<file path="config.mk">
export PLATFORM = sky130hd
export DESIGN_NAME = bpa_ctrl
export DESIGN_NICKNAME = d
export VERILOG_FILES = /design/src/rtl/bpa_pkg.sv /design/src/rtl/bpa_ctrl.sv
export SDC_FILE = /design/constraint.sdc
export NUM_CORES = 1
export LEC_CHECK = 0
export BUFFER_PORTS_ARGS = -buffer_cell sky130_fd_sc_hd__buf_2
export CORE_MARGIN = 1.5
export CORE_UTILIZATION = 50
export CTS_BUF_LIST = sky130_fd_sc_hd__clkbuf_8
export CTS_CLUSTER_SIZE = 40
export DETAILED_ROUTE_END_ITERATION = 16
export PLACE_DENSITY = 0.78
export SLEW_MARGIN = 20
export SYNTH_ARGS = -nofsm -noshare
export SYNTH_HDL_FRONTEND = slang
export SYNTH_SLANG_ARGS = --single-unit
export TNS_END_PERCENT = 100
</file>
<file path="constraint.sdc">
create_clock -name clk -period 12.2 [get_ports clk]
set_clock_uncertainty 0.1 [all_clocks]
set_input_delay 1.22 -clock clk [delete_from_list [all_inputs] [get_ports clk]]
set_output_delay 1.22 -clock clk [all_outputs]
set_load 0.1 [all_outputs]
</file>
<file path="src/rtl/bpa_pkg.sv">
`timescale 1ns / 1ps
// Shared types, constants and helpers of the bitmap page allocator.
// No dependencies; used by every other file under rtl/.
package bpa_pkg;

    localparam int WORDS      = 1024;
    localparam int WORD_AW    = 10;
    localparam int WORD_BITS  = 64;
    localparam int BIT_AW     = 6;
    localparam int PAGE_W     = 16;
    localparam int CFG_W      = 17;
    localparam int ADDR_W     = 48;
    localparam int PA_W       = 28;
    localparam int PAGE_SHIFT = 12;
    localparam int FUNC_W     = 2;
    localparam int STATUS_W   = 3;

    localparam logic [CFG_W-1:0]     CAPACITY          = 17'd65536;
    localparam logic [CFG_W-1:0]     TOTAL_PAGES_RESET = 17'd65536;
    localparam logic [WORD_BITS-1:0] ALL_USED          = {WORD_BITS{1'b1}};
    localparam logic [WORD_AW-1:0]   LAST_WORD         = WORD_AW'(WORDS - 1);

    localparam logic [FUNC_W-1:0] FN_ALLOC   = 2'd0;
    localparam logic [FUNC_W-1:0] FN_FREE    = 2'd1;
    localparam logic [FUNC_W-1:0] FN_RESERVE = 2'd2;
    localparam logic [FUNC_W-1:0] FN_RELEASE = 2'd3;

    localparam logic [STATUS_W-1:0] ST_OK    = 3'd0;
    localparam logic [STATUS_W-1:0] ST_NONE  = 3'd1;
    localparam logic [STATUS_W-1:0] ST_ALIGN = 3'd2;
    localparam logic [STATUS_W-1:0] ST_RANGE = 3'd3;
    localparam logic [STATUS_W-1:0] ST_FREE  = 3'd4;

    typedef struct packed {
        logic                 rd_en;
        logic [WORD_AW-1:0]   rd_addr;
        logic                 wr_en;
        logic [WORD_AW-1:0]   wr_addr;
        logic [WORD_BITS-1:0] wr_data;
    } mem_req_t;

    typedef struct packed {
        logic                valid;
        logic [PA_W-1:0]     page_address;
        logic [STATUS_W-1:0] status;
    } result_t;

    // Index of the lowest clear bit; zero when the word is full.
    function automatic logic [BIT_AW-1:0] lowest_clear(input logic [WORD_BITS-1:0] w);
        logic [BIT_AW-1:0] b;
        b = '0;
        for (int i = WORD_BITS - 1; i >= 0; i--)
        begin
            if (!w[i])
            begin
                b = BIT_AW'(i);
            end
        end
        return b;
    endfunction

endpackage

</file>
<file path="src/rtl/bpa_ctrl.sv">
`timescale 1ns / 1ps
// Sequencer of the allocator: clearing pass, word scan, read-modify-write
// of the bitmap and the search hint. Depends on bpa_pkg.
module bpa_ctrl (
    input  logic                          clk,
    input  logic                          rst_n,
    input  logic                          in_valid,
    output logic                          in_stall,
    input  logic [bpa_pkg::FUNC_W-1:0]    func,
    input  logic [bpa_pkg::ADDR_W-1:0]    address,
    input  logic [bpa_pkg::CFG_W-1:0]     page_limit,
    input  logic                          res_take,
    output bpa_pkg::result_t              res,
    output bpa_pkg::mem_req_t             mem_req,
    input  logic [bpa_pkg::WORD_BITS-1:0] rd_data
);

    localparam logic [1:0] S_CLEAR = 2'd0;
    localparam logic [1:0] S_IDLE  = 2'd1;
    localparam logic [1:0] S_SCAN  = 2'd2;
    localparam logic [1:0] S_CHECK = 2'd3;

    logic [1:0]                      state_reg, state_next;
    logic [bpa_pkg::WORD_AW-1:0]     clr_addr_reg, clr_addr_next;
    logic [bpa_pkg::WORD_AW-1:0]     hint_reg, hint_next;
    logic [bpa_pkg::WORD_AW-1:0]     scan_addr_reg, scan_addr_next;
    logic [bpa_pkg::FUNC_W-1:0]      func_reg, func_next;
    logic [bpa_pkg::PAGE_W-1:0]      page_reg, page_next;
    logic [bpa_pkg::STATUS_W-1:0]    err_reg, err_next;

    logic                            accept;
    logic [bpa_pkg::STATUS_W-1:0]    in_err;
    logic                            in_hi_zero;
    logic [bpa_pkg::BIT_AW-1:0]      found_bit;
    logic [bpa_pkg::PAGE_W-1:0]      found_page;
    logic                            found_ok;
    logic [bpa_pkg::WORD_BITS-1:0]   found_mask;
    logic [bpa_pkg::WORD_BITS-1:0]   page_mask;
    logic [bpa_pkg::WORD_AW-1:0]     page_word;

    assign in_stall   = (state_reg != S_IDLE);
    assign accept     = in_valid && !in_stall;
    assign in_hi_zero = (address[bpa_pkg::ADDR_W-1:bpa_pkg::PA_W] == '0);

    // Checks that need only the request and the page limit, not the bitmap
    always_comb
    begin
        in_err = bpa_pkg::ST_OK;
        case (func)
            bpa_pkg::FN_FREE:
            begin
                if (address[bpa_pkg::PAGE_SHIFT-1:0] != '0)
                begin
                    in_err = bpa_pkg::ST_ALIGN;
                end
                else if (!in_hi_zero ||
                         {1'b0, address[bpa_pkg::PA_W-1:bpa_pkg::PAGE_SHIFT]} >= page_limit)
                begin
                    in_err = bpa_pkg::ST_RANGE;
                end
            end
            bpa_pkg::FN_RESERVE, bpa_pkg::FN_RELEASE:
            begin
                if (!in_hi_zero)
                begin
                    in_err = bpa_pkg::ST_RANGE;
                end
            end
            default:
            begin
                in_err = bpa_pkg::ST_OK;
            end
        endcase
    end

    assign found_bit  = bpa_pkg::lowest_clear(rd_data);
    assign found_page = {scan_addr_reg, found_bit};
    assign found_ok   = ({1'b0, found_page} < page_limit);
    assign found_mask = bpa_pkg::WORD_BITS'(1) << found_bit;
    assign page_mask  = bpa_pkg::WORD_BITS'(1) << page_reg[bpa_pkg::BIT_AW-1:0];
    assign page_word  = page_reg[bpa_pkg::PAGE_W-1:bpa_pkg::BIT_AW];

    always_comb
    begin
        state_next     = state_reg;
        clr_addr_next  = clr_addr_reg;
        hint_next      = hint_reg;
        scan_addr_next = scan_addr_reg;
        func_next      = func_reg;
        page_next      = page_reg;
        err_next       = err_reg;
        mem_req        = '0;
        res            = '0;

        case (state_reg)
            S_CLEAR:
            begin
                mem_req.wr_en   = 1'b1;
                mem_req.wr_addr = clr_addr_reg;
                mem_req.wr_data = bpa_pkg::ALL_USED;
                clr_addr_next   = clr_addr_reg + 1'b1;
                if (clr_addr_reg == bpa_pkg::LAST_WORD)
                begin
                    state_next = S_IDLE;
                end
            end

            S_IDLE:
            begin
                if (accept)
                begin
                    func_next      = func;
                    page_next      = address[bpa_pkg::PA_W-1:bpa_pkg::PAGE_SHIFT];
                    err_next       = in_err;
                    scan_addr_next = hint_reg;
                    if (func == bpa_pkg::FN_ALLOC)
                    begin
                        mem_req.rd_en   = 1'b1;
                        mem_req.rd_addr = hint_reg;
                        state_next      = S_SCAN;
                    end
                    else
                    begin
                        mem_req.rd_en   = (in_err == bpa_pkg::ST_OK);
                        mem_req.rd_addr = address[bpa_pkg::PA_W-1:bpa_pkg::PAGE_SHIFT+bpa_pkg::BIT_AW];
                        state_next      = S_CHECK;
                    end
                end
            end

            S_SCAN:
            begin
                if (rd_data != bpa_pkg::ALL_USED)
                begin
                    res.valid = 1'b1;
                    if (found_ok)
                    begin
                        res.status       = bpa_pkg::ST_OK;
                        res.page_address = {found_page, {bpa_pkg::PAGE_SHIFT{1'b0}}};
                    end
                    else
                    begin
                        res.status = bpa_pkg::ST_NONE;
                    end
                    if (res_take)
                    begin
                        state_next = S_IDLE;
                        if (found_ok)
                        begin
                            mem_req.wr_en   = 1'b1;
                            mem_req.wr_addr = scan_addr_reg;
                            mem_req.wr_data = rd_data | found_mask;
                            hint_next       = scan_addr_reg;
                        end
                    end
                end
                else if (scan_addr_reg == bpa_pkg::LAST_WORD)
                begin
                    res.valid  = 1'b1;
                    res.status = bpa_pkg::ST_NONE;
                    if (res_take)
                    begin
                        state_next = S_IDLE;
                    end
                end
                else
                begin
                    // advance to the next word, one read per cycle
                    mem_req.rd_en   = 1'b1;
                    mem_req.rd_addr = scan_addr_reg + 1'b1;
                    scan_addr_next  = scan_addr_reg + 1'b1;
                end
            end

            S_CHECK:
            begin
                res.valid  = 1'b1;
                res.status = err_reg;
                if (err_reg == bpa_pkg::ST_OK && func_reg == bpa_pkg::FN_FREE &&
                    (rd_data & page_mask) == '0)
                begin
                    res.status = bpa_pkg::ST_FREE;
                end
                if (res_take)
                begin
                    state_next      = S_IDLE;
                    mem_req.wr_addr = page_word;
                    if (err_reg == bpa_pkg::ST_OK)
                    begin
                        case (func_reg)
                            bpa_pkg::FN_FREE:
                            begin
                                if ((rd_data & page_mask) != '0)
                                begin
                                    mem_req.wr_en   = 1'b1;
                                    mem_req.wr_data = rd_data & ~page_mask;
                                    if (page_word < hint_reg)
                                    begin
                                        hint_next = page_word;
                                    end
                                end
                            end
                            bpa_pkg::FN_RESERVE:
                            begin
                                mem_req.wr_en   = 1'b1;
                                mem_req.wr_data = rd_data | page_mask;
                            end
                            bpa_pkg::FN_RELEASE:
                            begin
                                mem_req.wr_en   = 1'b1;
                                mem_req.wr_data = rd_data & ~page_mask;
                            end
                            default:
                            begin
                                mem_req.wr_en = 1'b0;
                            end
                        endcase
                    end
                end
            end

            default:
            begin
                state_next = S_CLEAR;
            end
        endcase
    end

    always_ff @(posedge clk or negedge rst_n)
    begin
        if (!rst_n)
        begin
            state_reg    <= S_CLEAR;
            clr_addr_reg <= '0;
            hint_reg     <= '0;
        end
        else
        begin
            state_reg    <= state_next;
            clr_addr_reg <= clr_addr_next;
            hint_reg     <= hint_next;
        end
    end

    always_ff @(posedge clk)
    begin
        scan_addr_reg <= scan_addr_next;
        func_reg      <= func_next;
        page_reg      <= page_next;
        err_reg       <= err_next;
    end

    // A read never meets a write to the same word in one cycle
    a_no_rw_overlap: assert property (@(posedge clk) disable iff (!rst_n)
        (mem_req.rd_en && mem_req.wr_en) |-> (mem_req.rd_addr != mem_req.wr_addr))
        else $error("bitmap read and write collide");

    a_accept_moves_on: assert property (@(posedge clk) disable iff (!rst_n)
        accept |=> (state_reg == S_SCAN || state_reg == S_CHECK))
        else $error("accepted request did not start work");

    a_no_result_in_clear: assert property (@(posedge clk) disable iff (!rst_n)
        (state_reg == S_CLEAR) |-> (!res.valid && !mem_req.rd_en))
        else $error("activity during clearing pass");

    a_scan_above_hint: assert property (@(posedge clk) disable iff (!rst_n)
        (state_reg == S_SCAN) |-> (scan_addr_reg >= hint_reg))
        else $error("scan below search hint");

    a_alloc_ok_writes: assert property (@(posedge clk) disable iff (!rst_n)
        (state_reg == S_SCAN && res.valid && res_take && res.status == bpa_pkg::ST_OK)
        |-> (mem_req.wr_en && mem_req.wr_addr == scan_addr_reg))
        else $error("allocation without bitmap update");

endmodule

</file>
==> results.toml <==
[clocking]
cts.reportedPaths.clkPinSlew_ps = 110
cts_made_buffers = 5
cts_tree = "done"
postCtsSetupBuffers = 0
worstSkewPairLatency_ps = 330
hold_buffers = 0
cts-root-buf = "clkbuf_8"
clock_path_buffers = 2
ctsResizeCount = 0
cts.htree.levels = 2
clock-sinks = 52

[setup_path]
worstSetupPathType = "input port to primary output"
cp_data_arrival_time_ps = 5870
cp_slowest_cell = "a31oi_1"
end_kind = "primary output"
required_ps = 10880
start_kind = "input port"
cp_max_fo = 39
crit_chain = "buf_2 > nand4_1 > a211oi_1 > o31ai_1 > a31oi_1 > ha_1 > a31o_2 > a21o_1 > a31oi_1 > a211oi_1 > a211o_1 > nor3_4 > nand2_2 > o221ai_1 > buf_2"
max_stage_delay_ps = 590
crit_family = "compound AO/OA/AOI/OAI gates"
critical_path_buf_inv_count = 2

[logic_synthesis]
async_flop_share_pct = 42.3
synth_edf_count = 30
ys_seq_area_share_pct = 17.6
syn_avg_cell_area_um2 = 7.45
ys_warn_count = 0
syn_inst = 1109
syn-cell-area_um2 = 8270
ys_types = 77
ys_seq_elements = 52
synth_ff_type = "edfxtp_1"

[sta]
rsz0062_at_grt = "no"
relSlewSlack_pct = 8.82
fin_tns_setup_ps = 0
fmax_ghz = 0.139
setup_viol = 0
setup_slack_ps = 5010
final_max_slew_viol_count = 0
fin_crit_sh_pct = 59.0
worstMarginPinSlew_ps = 1360
hold_viol_final = 0
period_minus_slack_ps = 7190

[global_route]
grt_pass1_vias = 9402
grt_overflow_total = 0
antenna_found_initial = 1
track_usage_pct = 40.4
grt_max_degree = 65
grt_first_pass_wirelength_mm = 54.8

[drt]
routed_wl_mm = 36.6
drc = 0
via_per_inst = 6.80
wl_per_cell_um = 24.2
dr_total_vias = 10300
ant_nets = 0
dr.pass1.iters = 7
first_iter_violations = 1656

[floorplanning]
die_x_um = 132
die_height_um = 132
dieArea_um2 = 17300
ios = 254
num_rows = 46
core_um2 = 16000
start_util_pct = 51.7

[power_and_ir_drop]
p_leak_nw = 4.45
peakVddDrop_mv = 0.158
p_per_area_nw_per_um2 = 228

[job]
drv_cap = 0

[hold_path]
hp-class = "flop to flop"

[layout]
largest_reg_flops = 16
drive_gt1_share_pct = 23.8
area_delta_synth_final_pct = 16.6
layout_common_cells = "buf_2 (241), nand2_1 (109), mux2i_1 (98)"
fin_nets = 1476
fill_cells = 1507
layout.cells.most_common = "buf_2"

[place]
port_buffers = 241
gp_congestion = 1.02
dpl.hpwl_mm = 27.7
dp_slack_ps = 5140

[outcome]
outcome = "finished, final reports clean"
==> cell usage after synthesis (25+ instances only) <==
cell / instances / area share (%)
nand2_1: 110 / 5.0
o211ai_1: 30 / 2.7
a21oi_1: 72 / 4.4
and2_1: 29 / 2.2
inv_1: 53 / 2.4
edfxtp_1: 30 / 11
clkbuf_1: 53 / 2.4
o221ai_1: 25 / 2.6
nand3_1: 51 / 3.1
o21ai_0: 59 / 3.6
nor2_1: 85 / 3.9
ha_1: 46 / 7.0
nand4_1: 33 / 2.5
mux2i_1: 98 / 12
nor3_1: 32 / 1.9
==> per-layer routing <==
layer | track usage [%] | vias up | wire, um
met2 | 57.8 | 914 | 15000
met1 | 57.4 | 4727 | 14500
met5 | 0 | - | 0
li1 | - | 4542 | -
met3 | 11.9 | 109 | 5960
met4 | 13.8 | 0 | 1090
==> report_power, final <==
part | switching [W] | total, W | internal [W] | leakage [nW]
Clock | 0.0000661 | 0.000127 | 0.0000609 | 0.0541
Combinational | 0.00134 | 0.00169 | 0.000351 | 3.84
Sequential | 0.000109 | 0.000377 | 0.000268 | 0.552
Total | 0.00152 | 0.00220 | 0.000680 | 4.45
==> cells by family after synthesis <==
kind of cell,synth area share (%)
compound gates,27.4
buf+inv,7.73
fa+ha+maj,6.96
flops,17.6
simple gates,25.1
other cells,0.0454
xor+xnor,1.91
mux,13.2
==> metrics by stage <==
stage / total power, W / instance area (um2) / hold slack, ps / utilization (%) / cells
2_1_floorplan: 0.00168 / 8310 / 387 / - / 1120
3_3_place_gp: 0.00202 / 9510 / 438 / 59.5 / 1504
3_5_place_dp: 0.00203 / 9520 / 445 / 59.5 / 1504
4_1_cts: 0.00216 / 9640 / 459 / 60.2 / 1512
5_1_grt: 0.00227 / 9640 / 483 / 60.3 / 1513
6_report: 0.00220 / 9640 / 463 / 60.3 / 1513
==> cell type report <==
type | count | area (um2) | area share, %
sequential | 52 | 1450 | 15.1
clock inverter | 3 | 42.5 | 0.441
clock buffer | 5 | 68.8 | 0.714
inverter | 54 | 203 | 2.10
multi-input combinational | 922 | 6250 | 64.9
antenna | 1 | 2.50 | 0.0260
tap | 216 | 270 | 2.80
timing repair buffer | 260 | 1350 | 14.0
==> path summary, 6_finish.rpt <==
check / start / endpoint / slack, ps / cells past startpoint
hold / removal: clr_addr_reg[0]$_DFFE_PN0P_ / clr_addr_reg[0]$_DFFE_PN0P_ / 460 / 1
max in group asynchronous: rst_n / hint_reg[9]$_DFFE_PN0P_ / 10900 / 1
min in group asynchronous: rst_n / clr_addr_reg[0]$_DFFE_PN0P_ / 750 / 1
hold reg to reg: clr_addr_reg[0]$_DFFE_PN0P_ / clr_addr_reg[0]$_DFFE_PN0P_ / 460 / 1
setup / recovery: rd_data[48] / mem_req[58] / 5010 / 15
setup reg to reg: page_reg[3]$_DFFE_PP_ / hint_reg[5]$_DFFE_PN0P_ / 7980 / 10
(Power assumes the default switching activity.)
